--- src/rtl/wscr_pkg.sv ---
// ----------------------------------------------------------------------------
// Sweep column renderer package
// Sequencer states, register indices, input codes and fixed-point constants
// shared by the renderer core.
// ----------------------------------------------------------------------------
`timescale 1ns / 1ps

package wscr_pkg;

  // Field widths fixed by the interface.
  localparam int COLUMN_W   = 7;
  localparam int PIXELS_W   = 64;
  localparam int SAMPLE_W   = 16;
  localparam int CFG_INDEX_W = 3;
  localparam int CFG_DATA_W = 15;

  // Internal arithmetic widths.
  localparam int BASE_W = 24;   // baseline accumulator, signed Q4.20
  localparam int DIFF_W = 25;   // sample minus baseline, signed Q5.20
  localparam int MULB_W = 13;   // unsigned 12-bit weight or 8-bit gain, zero extended
  localparam int PROD_W = DIFF_W + MULB_W;
  localparam int ROWT_W = PROD_W + 1;
  localparam int ROW_W  = 6;

  // Configuration register indices.
  localparam logic [CFG_INDEX_W-1:0] REG_PLOT_MODE        = 3'd0;
  localparam logic [CFG_INDEX_W-1:0] REG_SMOOTHING_WEIGHT = 3'd1;
  localparam logic [CFG_INDEX_W-1:0] REG_TRIGGER_LEVEL    = 3'd2;
  localparam logic [CFG_INDEX_W-1:0] REG_TRIGGER_SLOPE    = 3'd3;
  localparam logic [CFG_INDEX_W-1:0] REG_SWEEP_GAIN       = 3'd4;
  localparam logic [CFG_INDEX_W-1:0] REG_ROLLING_GAIN     = 3'd5;
  localparam logic [CFG_INDEX_W-1:0] REG_SETTLE_SAMPLES   = 3'd6;

  // Input item kinds and plot modes.
  localparam logic KIND_SAMPLE  = 1'b0;
  localparam logic KIND_RESTART = 1'b1;
  localparam logic MODE_ROLLING = 1'b0;
  localparam logic MODE_SWEEP   = 1'b1;

  // Register reset values.
  localparam logic        PLOT_MODE_RST        = MODE_SWEEP;
  localparam logic [11:0] SMOOTHING_WEIGHT_RST = 12'd41;
  localparam logic [14:0] TRIGGER_LEVEL_RST    = 15'd819;
  localparam logic [14:0] TRIGGER_SLOPE_RST    = 15'd205;
  localparam logic [7:0]  SWEEP_GAIN_RST       = 8'd30;
  localparam logic [7:0]  ROLLING_GAIN_RST     = 8'd20;
  localparam logic [7:0]  SETTLE_SAMPLES_RST   = 8'd125;

  // Row constants.
  localparam logic [ROW_W-1:0] ROLLING_ROW_INIT = 6'd48;
  localparam logic [ROW_W-1:0] SWEEP_ROW_INIT   = 6'd32;
  localparam logic [ROW_W-1:0] ROLLING_ROW_MIN  = 6'd32;
  localparam logic [ROW_W-1:0] ROW_MAX          = 6'd63;
  localparam logic [ROW_W-1:0] ROW_MIN          = 6'd0;

  // Row centres and floor in the scale of the product register.
  localparam logic signed [ROWT_W-1:0] ROLLING_MID   = 39'sd196608;   // 48 << 12
  localparam logic signed [ROWT_W-1:0] ROLLING_FLOOR = 39'sd131072;   // 32 << 12
  localparam logic signed [ROWT_W-1:0] SWEEP_MID     = 39'sd33554432; // 32 << 20

  typedef enum logic [3:0] {
    S_IDLE,
    S_ROLL_MUL,
    S_ROLL_ROW,
    S_BASE_MUL,
    S_BASE_UPD,
    S_TRIG,
    S_SWEEP_MUL,
    S_SWEEP_ROW,
    S_DRAW,
    S_EMIT0,
    S_EMIT1,
    S_EMIT2
  } state_t;

endpackage

--- src/rtl/waveform_sweep_column_renderer_core.sv ---
// ----------------------------------------------------------------------------
// Waveform sweep column renderer core
// Turns signed Q4.12 samples into column writes for a COLUMNS by 64 display,
// either as a rolling plot in the lower half or as a triggered full-screen
// sweep with a settle phase, an IIR baseline and a rising-edge trigger. One
// item is handled at a time by a small sequencer around a single shared
// 25 by 13 bit multiplier, whose product is registered before use. A restart
// item, or a sample consumed by the settle phase, is taken in the idle state
// without leaving it. A sweep sample held back by the trigger returns to idle
// from the trigger state. A drawn sample ends in three column writes, each held
// while the result side stalls, before the next item can be taken.
// ----------------------------------------------------------------------------
`timescale 1ns / 1ps

module waveform_sweep_column_renderer_core #(
  parameter int COLUMNS = 128
) (
  input  logic                                 clk,
  input  logic                                 rst,
  // Input items
  input  logic                                 feed_valid,
  output logic                                 feed_stall,
  input  logic                                 kind,
  input  logic signed [wscr_pkg::SAMPLE_W-1:0] sample,
  // Result items
  output logic                                 draw_valid,
  input  logic                                 draw_stall,
  output logic [wscr_pkg::COLUMN_W-1:0]        column,
  output logic [wscr_pkg::PIXELS_W-1:0]        pixels,
  output logic                                 whole_column,
  output logic                                 last,
  // Configuration writes
  input  logic                                 cfg_valid,
  output logic                                 cfg_ready,
  input  logic [wscr_pkg::CFG_INDEX_W-1:0]     cfg_index,
  input  logic [wscr_pkg::CFG_DATA_W-1:0]      cfg_data
);

  localparam int PTR_W = $clog2(COLUMNS);

  // Configuration registers
  logic        plot_mode;
  logic [11:0] smoothing_weight;
  logic [14:0] trigger_level;
  logic [14:0] trigger_slope;
  logic [7:0]  sweep_gain;
  logic [7:0]  rolling_gain;
  logic [7:0]  settle_samples;

  // Control state
  wscr_pkg::state_t state, state_next;
  logic [PTR_W-1:0]                  column_pointer;
  logic [wscr_pkg::ROW_W-1:0]        rolling_last_row;
  logic [wscr_pkg::ROW_W-1:0]        sweep_last_row;
  logic signed [wscr_pkg::BASE_W-1:0] baseline;
  logic signed [wscr_pkg::SAMPLE_W-1:0] previous_sample;
  logic                              awaiting_trigger;
  logic [7:0]                        settle_counter;

  // Working registers
  logic signed [wscr_pkg::SAMPLE_W-1:0] sample_reg;
  logic signed [wscr_pkg::PROD_W-1:0]   prod;
  logic signed [wscr_pkg::DIFF_W-1:0]   n_reg;
  logic [wscr_pkg::ROW_W-1:0]           seg_old;
  logic [wscr_pkg::ROW_W-1:0]           seg_new;
  logic [wscr_pkg::PIXELS_W-1:0]        pixels_reg;
  logic [PTR_W-1:0]                     col_reg;
  logic                                 whole_reg;

  // Combinational datapath
  logic                                 feed_take;
  logic                                 settling;
  logic signed [wscr_pkg::DIFF_W-1:0]   v20;
  logic signed [wscr_pkg::DIFF_W-1:0]   base_diff;
  logic signed [wscr_pkg::DIFF_W-1:0]   mul_a;
  logic signed [wscr_pkg::MULB_W-1:0]   mul_b;
  logic signed [wscr_pkg::PROD_W-1:0]   prod_next;
  logic signed [wscr_pkg::PROD_W-1:0]   prod_shift;
  logic signed [wscr_pkg::SAMPLE_W:0]   sample_rise;
  logic                                 trig_pass;
  logic                                 proceed;
  logic signed [wscr_pkg::ROWT_W-1:0]   prod_ext;
  logic signed [wscr_pkg::ROWT_W-1:0]   roll_t;
  logic signed [wscr_pkg::ROWT_W-1:0]   sweep_t;
  logic [wscr_pkg::ROW_W-1:0]           roll_row;
  logic [wscr_pkg::ROW_W-1:0]           sweep_row;
  logic [wscr_pkg::ROW_W-1:0]           seg_lo;
  logic [wscr_pkg::ROW_W-1:0]           seg_hi;
  logic [wscr_pkg::PIXELS_W-1:0]        seg_mask;

  function automatic logic [PTR_W-1:0] ptr_inc(input logic [PTR_W-1:0] p);
    logic [PTR_W:0] sum;
    sum = {1'b0, p} + {{PTR_W{1'b0}}, 1'b1};
    if (sum == (PTR_W+1)'(COLUMNS)) begin
      sum = '0;
    end
    return sum[PTR_W-1:0];
  endfunction

  assign cfg_ready = 1'b1;

  always_ff @(posedge clk) begin
    if (rst) begin
      plot_mode        <= wscr_pkg::PLOT_MODE_RST;
      smoothing_weight <= wscr_pkg::SMOOTHING_WEIGHT_RST;
      trigger_level    <= wscr_pkg::TRIGGER_LEVEL_RST;
      trigger_slope    <= wscr_pkg::TRIGGER_SLOPE_RST;
      sweep_gain       <= wscr_pkg::SWEEP_GAIN_RST;
      rolling_gain     <= wscr_pkg::ROLLING_GAIN_RST;
      settle_samples   <= wscr_pkg::SETTLE_SAMPLES_RST;
    end else if (cfg_valid && cfg_ready) begin
      case (cfg_index)
        wscr_pkg::REG_PLOT_MODE:        plot_mode        <= cfg_data[0];
        wscr_pkg::REG_SMOOTHING_WEIGHT: smoothing_weight <= cfg_data[11:0];
        wscr_pkg::REG_TRIGGER_LEVEL:    trigger_level    <= cfg_data[14:0];
        wscr_pkg::REG_TRIGGER_SLOPE:    trigger_slope    <= cfg_data[14:0];
        wscr_pkg::REG_SWEEP_GAIN:       sweep_gain       <= cfg_data[7:0];
        wscr_pkg::REG_ROLLING_GAIN:     rolling_gain     <= cfg_data[7:0];
        wscr_pkg::REG_SETTLE_SAMPLES:   settle_samples   <= cfg_data[7:0];
        default: ;
      endcase
    end
  end

  // ---------------------------------------------------------------------------
  // Datapath
  // ---------------------------------------------------------------------------
  assign feed_take = feed_valid && !feed_stall;
  assign settling  = settle_counter < settle_samples;

  assign v20       = $signed({sample_reg[wscr_pkg::SAMPLE_W-1], sample_reg, 8'b0});
  assign base_diff = v20 - $signed({baseline[wscr_pkg::BASE_W-1], baseline});

  assign prod_next  = mul_a * mul_b;
  assign prod_shift = prod >>> 12;

  assign sample_rise = $signed({sample_reg[wscr_pkg::SAMPLE_W-1], sample_reg})
                     - $signed({previous_sample[wscr_pkg::SAMPLE_W-1], previous_sample});
  assign trig_pass = (base_diff > $signed({2'b00, trigger_level, 8'b0}))
                  && (sample_rise > $signed({2'b00, trigger_slope}));
  assign proceed   = !awaiting_trigger || trig_pass;

  assign prod_ext = $signed({prod[wscr_pkg::PROD_W-1], prod});
  assign roll_t   = wscr_pkg::ROLLING_MID - prod_ext;
  assign sweep_t  = wscr_pkg::SWEEP_MID - prod_ext;

  always_comb begin
    // Below row 32 the rolling plot sits on its floor; above row 63 it clips.
    if (roll_t < wscr_pkg::ROLLING_FLOOR) begin
      roll_row = wscr_pkg::ROLLING_ROW_MIN;
    end else if (|roll_t[wscr_pkg::ROWT_W-2:18]) begin
      roll_row = wscr_pkg::ROW_MAX;
    end else begin
      roll_row = roll_t[17:12];
    end
    if (sweep_t[wscr_pkg::ROWT_W-1]) begin
      sweep_row = wscr_pkg::ROW_MIN;
    end else if (|sweep_t[wscr_pkg::ROWT_W-2:26]) begin
      sweep_row = wscr_pkg::ROW_MAX;
    end else begin
      sweep_row = sweep_t[25:20];
    end
  end

  always_comb begin
    if (seg_old < seg_new) begin
      seg_lo = seg_old;
      seg_hi = seg_new;
    end else begin
      seg_lo = seg_new;
      seg_hi = seg_old;
    end
    for (int k = 0; k < wscr_pkg::PIXELS_W; k++) begin
      seg_mask[k] = (wscr_pkg::ROW_W'(k) >= seg_lo) && (wscr_pkg::ROW_W'(k) <= seg_hi);
    end
  end

  // ---------------------------------------------------------------------------
  // Sequencer
  // ---------------------------------------------------------------------------
  always_ff @(posedge clk) begin
    if (rst) begin
      state <= wscr_pkg::S_IDLE;
    end else begin
      state <= state_next;
    end
  end

  always_comb begin
    state_next = state;
    case (state)
      wscr_pkg::S_IDLE: begin
        if (feed_take && kind == wscr_pkg::KIND_SAMPLE) begin
          if (plot_mode == wscr_pkg::MODE_ROLLING) begin
            state_next = wscr_pkg::S_ROLL_MUL;
          end else if (!settling) begin
            state_next = wscr_pkg::S_BASE_MUL;
          end
        end
      end
      wscr_pkg::S_ROLL_MUL:  state_next = wscr_pkg::S_ROLL_ROW;
      wscr_pkg::S_ROLL_ROW:  state_next = wscr_pkg::S_DRAW;
      wscr_pkg::S_BASE_MUL:  state_next = wscr_pkg::S_BASE_UPD;
      wscr_pkg::S_BASE_UPD:  state_next = wscr_pkg::S_TRIG;
      wscr_pkg::S_TRIG:      state_next = proceed ? wscr_pkg::S_SWEEP_MUL : wscr_pkg::S_IDLE;
      wscr_pkg::S_SWEEP_MUL: state_next = wscr_pkg::S_SWEEP_ROW;
      wscr_pkg::S_SWEEP_ROW: state_next = wscr_pkg::S_DRAW;
      wscr_pkg::S_DRAW:      state_next = wscr_pkg::S_EMIT0;
      wscr_pkg::S_EMIT0:     if (!draw_stall) state_next = wscr_pkg::S_EMIT1;
      wscr_pkg::S_EMIT1:     if (!draw_stall) state_next = wscr_pkg::S_EMIT2;
      wscr_pkg::S_EMIT2:     if (!draw_stall) state_next = wscr_pkg::S_IDLE;
      default:               state_next = wscr_pkg::S_IDLE;
    endcase
  end

  always_comb begin
    feed_stall = 1'b1;
    draw_valid = 1'b0;
    last       = 1'b0;
    mul_a      = base_diff;
    mul_b      = $signed({1'b0, smoothing_weight});
    case (state)
      wscr_pkg::S_IDLE: feed_stall = 1'b0;
      wscr_pkg::S_ROLL_MUL: begin
        mul_a = $signed({{(wscr_pkg::DIFF_W-wscr_pkg::SAMPLE_W){sample_reg[wscr_pkg::SAMPLE_W-1]}},
                         sample_reg});
        mul_b = $signed({5'b0, rolling_gain});
      end
      wscr_pkg::S_SWEEP_MUL: begin
        mul_a = n_reg;
        mul_b = $signed({5'b0, sweep_gain});
      end
      wscr_pkg::S_EMIT0, wscr_pkg::S_EMIT1: draw_valid = 1'b1;
      wscr_pkg::S_EMIT2: begin
        draw_valid = 1'b1;
        last       = 1'b1;
      end
      default: ;
    endcase
  end

  // Block state: reset to its documented values.
  always_ff @(posedge clk) begin
    if (rst) begin
      column_pointer   <= '0;
      rolling_last_row <= wscr_pkg::ROLLING_ROW_INIT;
      sweep_last_row   <= wscr_pkg::SWEEP_ROW_INIT;
      baseline         <= '0;
      previous_sample  <= '0;
      awaiting_trigger <= 1'b0;
      settle_counter   <= '0;
    end else begin
      case (state)
        wscr_pkg::S_IDLE: begin
          if (feed_take) begin
            if (kind == wscr_pkg::KIND_RESTART) begin
              column_pointer   <= '0;
              sweep_last_row   <= wscr_pkg::SWEEP_ROW_INIT;
              awaiting_trigger <= 1'b1;
              settle_counter   <= '0;
            end else if (plot_mode == wscr_pkg::MODE_SWEEP && settling) begin
              settle_counter <= settle_counter + 8'd1;
              baseline       <= $signed({sample, 8'b0});
            end
          end
        end
        wscr_pkg::S_ROLL_ROW: rolling_last_row <= roll_row;
        wscr_pkg::S_BASE_UPD: begin
          // The true sum always fits the accumulator, so wrapping is exact.
          baseline         <= baseline + prod_shift[wscr_pkg::BASE_W-1:0];
          awaiting_trigger <= awaiting_trigger || (column_pointer == '0);
        end
        wscr_pkg::S_TRIG: begin
          if (proceed) begin
            awaiting_trigger <= 1'b0;
          end else begin
            previous_sample <= sample_reg;
          end
        end
        wscr_pkg::S_SWEEP_ROW: begin
          sweep_last_row  <= sweep_row;
          previous_sample <= sample_reg;
        end
        wscr_pkg::S_DRAW: column_pointer <= ptr_inc(column_pointer);
        default: ;
      endcase
    end
  end

  // Working registers carry no reset.
  always_ff @(posedge clk) begin
    case (state)
      wscr_pkg::S_IDLE: if (feed_take) sample_reg <= sample;
      wscr_pkg::S_ROLL_MUL, wscr_pkg::S_BASE_MUL, wscr_pkg::S_SWEEP_MUL: prod <= prod_next;
      wscr_pkg::S_ROLL_ROW: begin
        seg_old   <= rolling_last_row;
        seg_new   <= roll_row;
        whole_reg <= 1'b0;
      end
      wscr_pkg::S_TRIG: n_reg <= base_diff;
      wscr_pkg::S_SWEEP_ROW: begin
        seg_old   <= sweep_last_row;
        seg_new   <= sweep_row;
        whole_reg <= 1'b1;
      end
      wscr_pkg::S_DRAW: begin
        pixels_reg <= seg_mask;
        col_reg    <= column_pointer;
      end
      // The column pointer has already advanced, so the blank columns are the
      // two that follow it.
      wscr_pkg::S_EMIT0: begin
        if (!draw_stall) begin
          pixels_reg <= '0;
          col_reg    <= ptr_inc(column_pointer);
        end
      end
      wscr_pkg::S_EMIT1: if (!draw_stall) col_reg <= ptr_inc(col_reg);
      default: ;
    endcase
  end

  assign column       = wscr_pkg::COLUMN_W'(col_reg);
  assign pixels       = pixels_reg;
  assign whole_column = whole_reg;

endmodule
--- config.mk ---
export PLATFORM = sky130hd
export DESIGN_NAME = waveform_sweep_column_renderer_core
export DESIGN_NICKNAME = d
export VERILOG_FILES = /design/src/rtl/wscr_pkg.sv /design/src/rtl/waveform_sweep_column_renderer_core.sv
export SDC_FILE = /design/constraint.sdc
export NUM_CORES = 2
export LEC_CHECK = 0
export BUFFER_PORTS_ARGS = -buffer_cell sky130_fd_sc_hd__buf_2
export CORE_ASPECT_RATIO = 0.75
export CORE_MARGIN = 3
export CORE_UTILIZATION = 36
export CTS_CLUSTER_SIZE = 40
export DETAILED_ROUTE_END_ITERATION = 16
export GPL_TIMING_DRIVEN = 0
export SYNTH_ARGS = -nofsm -noshare
export SYNTH_HDL_FRONTEND = slang
export SYNTH_SLANG_ARGS = --single-unit
--- constraint.sdc ---
create_clock -name clk -period 7.74 [get_ports clk]
set_input_delay 0.387 -clock clk [delete_from_list [all_inputs] [get_ports clk]]
set_output_delay 0.387 -clock clk [all_outputs]
set_load 0.05 [all_outputs]
==> out/results.tsv <==
stage	metric	value	unit
floorplan	ios	116	
setup_path	rr_startpoint	sample_reg[5]$_DFFE_PP_	
setup_path	worstRegToRegCells	28	
yosys	syn_area	27900	um2
detailed_routing	wirelength	92700	um
yosys	synth_ff_type	edfxtp_1	
yosys	ys_top_cells_by_area	fa_1 19%, edfxtp_1 18%, dfxtp_1 10%	
detailed_routing	first_pass_iters	6	
yosys	yosys_warnings	0	
worst_hold_path	hold_path.class	input port to register	
yosys	yosys_register_bits	302	
grt	grt_pass1_wl	143000	um
place	dpl.hpwl	71700	um
floorplan	dieArea	81000	um2
yosys	syn_area_per_cell	8.85	um2
yosys	async_flop_share	0	%
sta	fmax	120	MHz
setup_path	crit_top_cell	fa_1	
clock_tree	cts_buffers	37	
floorplan	core-area	76000	um2
sta	timing.final.crit_share	108	%
sta	skew	29.1	ps
run_status	outcome	finished with violations	
setup_path	cp-end-kind	register	
floorplan	start_util	36.8	%
sta	maxSlewViolCount	0	
place	globalplace.congestion	0.962	
job	maxCapViolations	0	
sta	slew_headroom	28.9	%
finish	largest_reg_flops	64	
detailed_routing	first_iter_violations	2525	
finish	drive_gt1_share	16.7	%
setup_path	crit_end	prod[37]$_DFFE_PP_	
grt	antenna_found_initial	4	
clock_tree	cts_buffer_depth	3	
sta	period_minus_slack	8320	ps
sta	rsz0062_at_grt	yes	
floorplan	die_y	247	um
sta	finalSetupViolCount	9	
setup_path	cp_data_required_time	7840	ps
grt	grt_usage	22.7	%
sta	hold_viol_final	0	
clock_tree	cts.clk_slew.worst_paths	60	ps
setup_path	r2r_setup_slack	-580	ps
sta	fin_tns_setup	-2410	ps
setup_path	reg2reg_to	prod[37]$_DFFE_PP_	
finish	layout.nets	3918	
setup_path	arrival	8430	ps
grt	grt_pass1_vias	23375	
setup_path	crit_fanout	7	
detailed_routing	dr_total_vias	24225	
detailed_routing	drc	0	
finish	final_common_cell	inv_1	
grt	grt_max_degree	35	
yosys	synth-seq-area-share	27.5	%
clock_tree	holdBufCountCts	0	
setup_path	path_class	register to register	
clock_tree	cts.sinks	302	
finish	layout-area-overhead-vs-synth	20.3	%
setup_path	setup.worst_path.start	sample_reg[5]$_DFFE_PP_	
finish	layout_common_cells	415 x inv_1, 412 x nand2_1, 275 x nor2_1	
finish	seq_area	7690	um2
clock_tree	cts_tree	built	
yosys	synth.largest_area_cell	fa_1	
setup_path	max_stage_delay	580	ps
yosys	synth_cell_types	74	
place	portBuffers	113	
setup_path	cp-start-kind	register	
yosys	synth_cells	3155	
finish	num-fill-cells	7504	
clock_tree	clk_latency	580	ps
finish	multi_input_area	19600	um2
floorplan	die_w	328	um
setup_path	critical-path-slowest-cell	fa_2	
clock_tree	h-tree-depth	2	
sta	tightest_slew	1060	ps
sta	hold-worst-slack	26.3	ps
sta	worst_slack	-585	ps
grt	grt_overflow	0	
yosys	synth_nets	3651	
floorplan	rows	87	
yosys	synth_top_area_share	19.1	%
detailed_routing	antenna_left	0	
clock_tree	cts_root_buf	clkbuf_16	
detailed_routing	wire_per_inst	20.7	um
run_status	violations	setup timing	
yosys	synth_edf_count	163	
detailed_routing	via_per_inst	5.41	
[critical path, delay by kind of cell (launching register included)]
kind	cells	cell delay, ps
buf+inv	4	390
mux	2	560
simple gates	3	660
fa+ha+maj	7	3180
compound gates	12	2530
flops	1	530
[through the flow]
step | instances | instance area, um2 | setup slack (ps) | utilization [%]
floorplan | 3155 | 27900 | 47.7 | -
global placement | 4291 | 29800 | -2680 | 39.2
detailed placement | 4294 | 29900 | -2580 | 39.3
CTS | 4433 | 32700 | -456 | 43.1
global route | 4473 | 33600 | -776 | 44.2
finish | 4474 | 33600 | -585 | 44.2
[worst min-delay path by stage]
stage	from	end	cells past startpoint
after CTS	sample[3]	sample_reg[3]$_DFFE_PP_	1
after global routing	sample[3]	sample_reg[3]$_DFFE_PP_	1
after floorplan	rolling_last_row[5]$_SDFFE_PP1P_	rolling_last_row[5]$_SDFFE_PP1P_	1
after global placement	rolling_last_row[5]$_SDFFE_PP1P_	rolling_last_row[5]$_SDFFE_PP1P_	1
after detailed placement	rolling_last_row[5]$_SDFFE_PP1P_	rolling_last_row[5]$_SDFFE_PP1P_	1
final	sample[6]	sample_reg[6]$_DFFE_PP_	1
[synth_stat cells, drive strengths merged, types with 28 or more instances]
| cell | n |
|---|---|
| nand2 | 432 |
| inv | 428 |
| nor2 | 292 |
| fa | 266 |
| ha | 190 |
| a21oi | 171 |
| edfxtp | 163 |
| dfxtp | 139 |
| clkbuf | 106 |
| o21ai | 97 |
| xnor2 | 76 |
| mux2i | 59 |
| a211oi | 55 |
| nand3 | 55 |
| nor3 | 55 |
| a21o | 43 |
| xor2 | 37 |
| a22oi | 36 |
| nand2b | 34 |
| o211ai | 30 |
| and2 | 28 |
[per-layer routing]
| metal | vias up | GRT usage [%] | share of wire (%) |
|---|---|---|---|
| met4 | 0 | 4.37 | 1.8 |
| met2 | 1016 | 31.7 | 40 |
| li1 | 11226 | - | - |
| met3 | 118 | 6.74 | 11 |
| met1 | 11865 | 34.5 | 47 |
| met5 | - | 0 | 0 |
[logic make-up (layout without fill, tap and decap cells)]
group | count (synthesis) | after routing | synth area share (%)
and+or+nand+nor | 1036 | 1036 | 16.5
muxes | 73 | 73 | 2.68
DFF | 302 | 302 | 27.5
xor gates and xnor gates | 113 | 113 | 3.54
buffers and inverters | 549 | 844 | 7.42
AOI/OAI and AO/OA | 624 | 624 | 14.8
other | 1 | 2 | 0.0134
adders and majority gates | 457 | 457 | 27.6
[repair_timing]
action	4_1_cts	5_1_grt
setup buffers	80	41
pin swaps	103	104
endpoints found under the setup margin	25	22
gates resized for setup	224	130
[final cells by class]
cell class	count	area share [%]
sequential	302	22.9
clock buffer	45	3.05
tap	1023	3.81
multi-input combinational	2304	58.4
antenna	1	0.00745
inverter	428	4.79
timing repair buffer	236	4.73
buffer	113	1.58
clock inverter	22	0.738
Power is left out: the tool's default activity adds up to more than one toggle a clock period on the data nets, which glitch-free logic cannot reach.
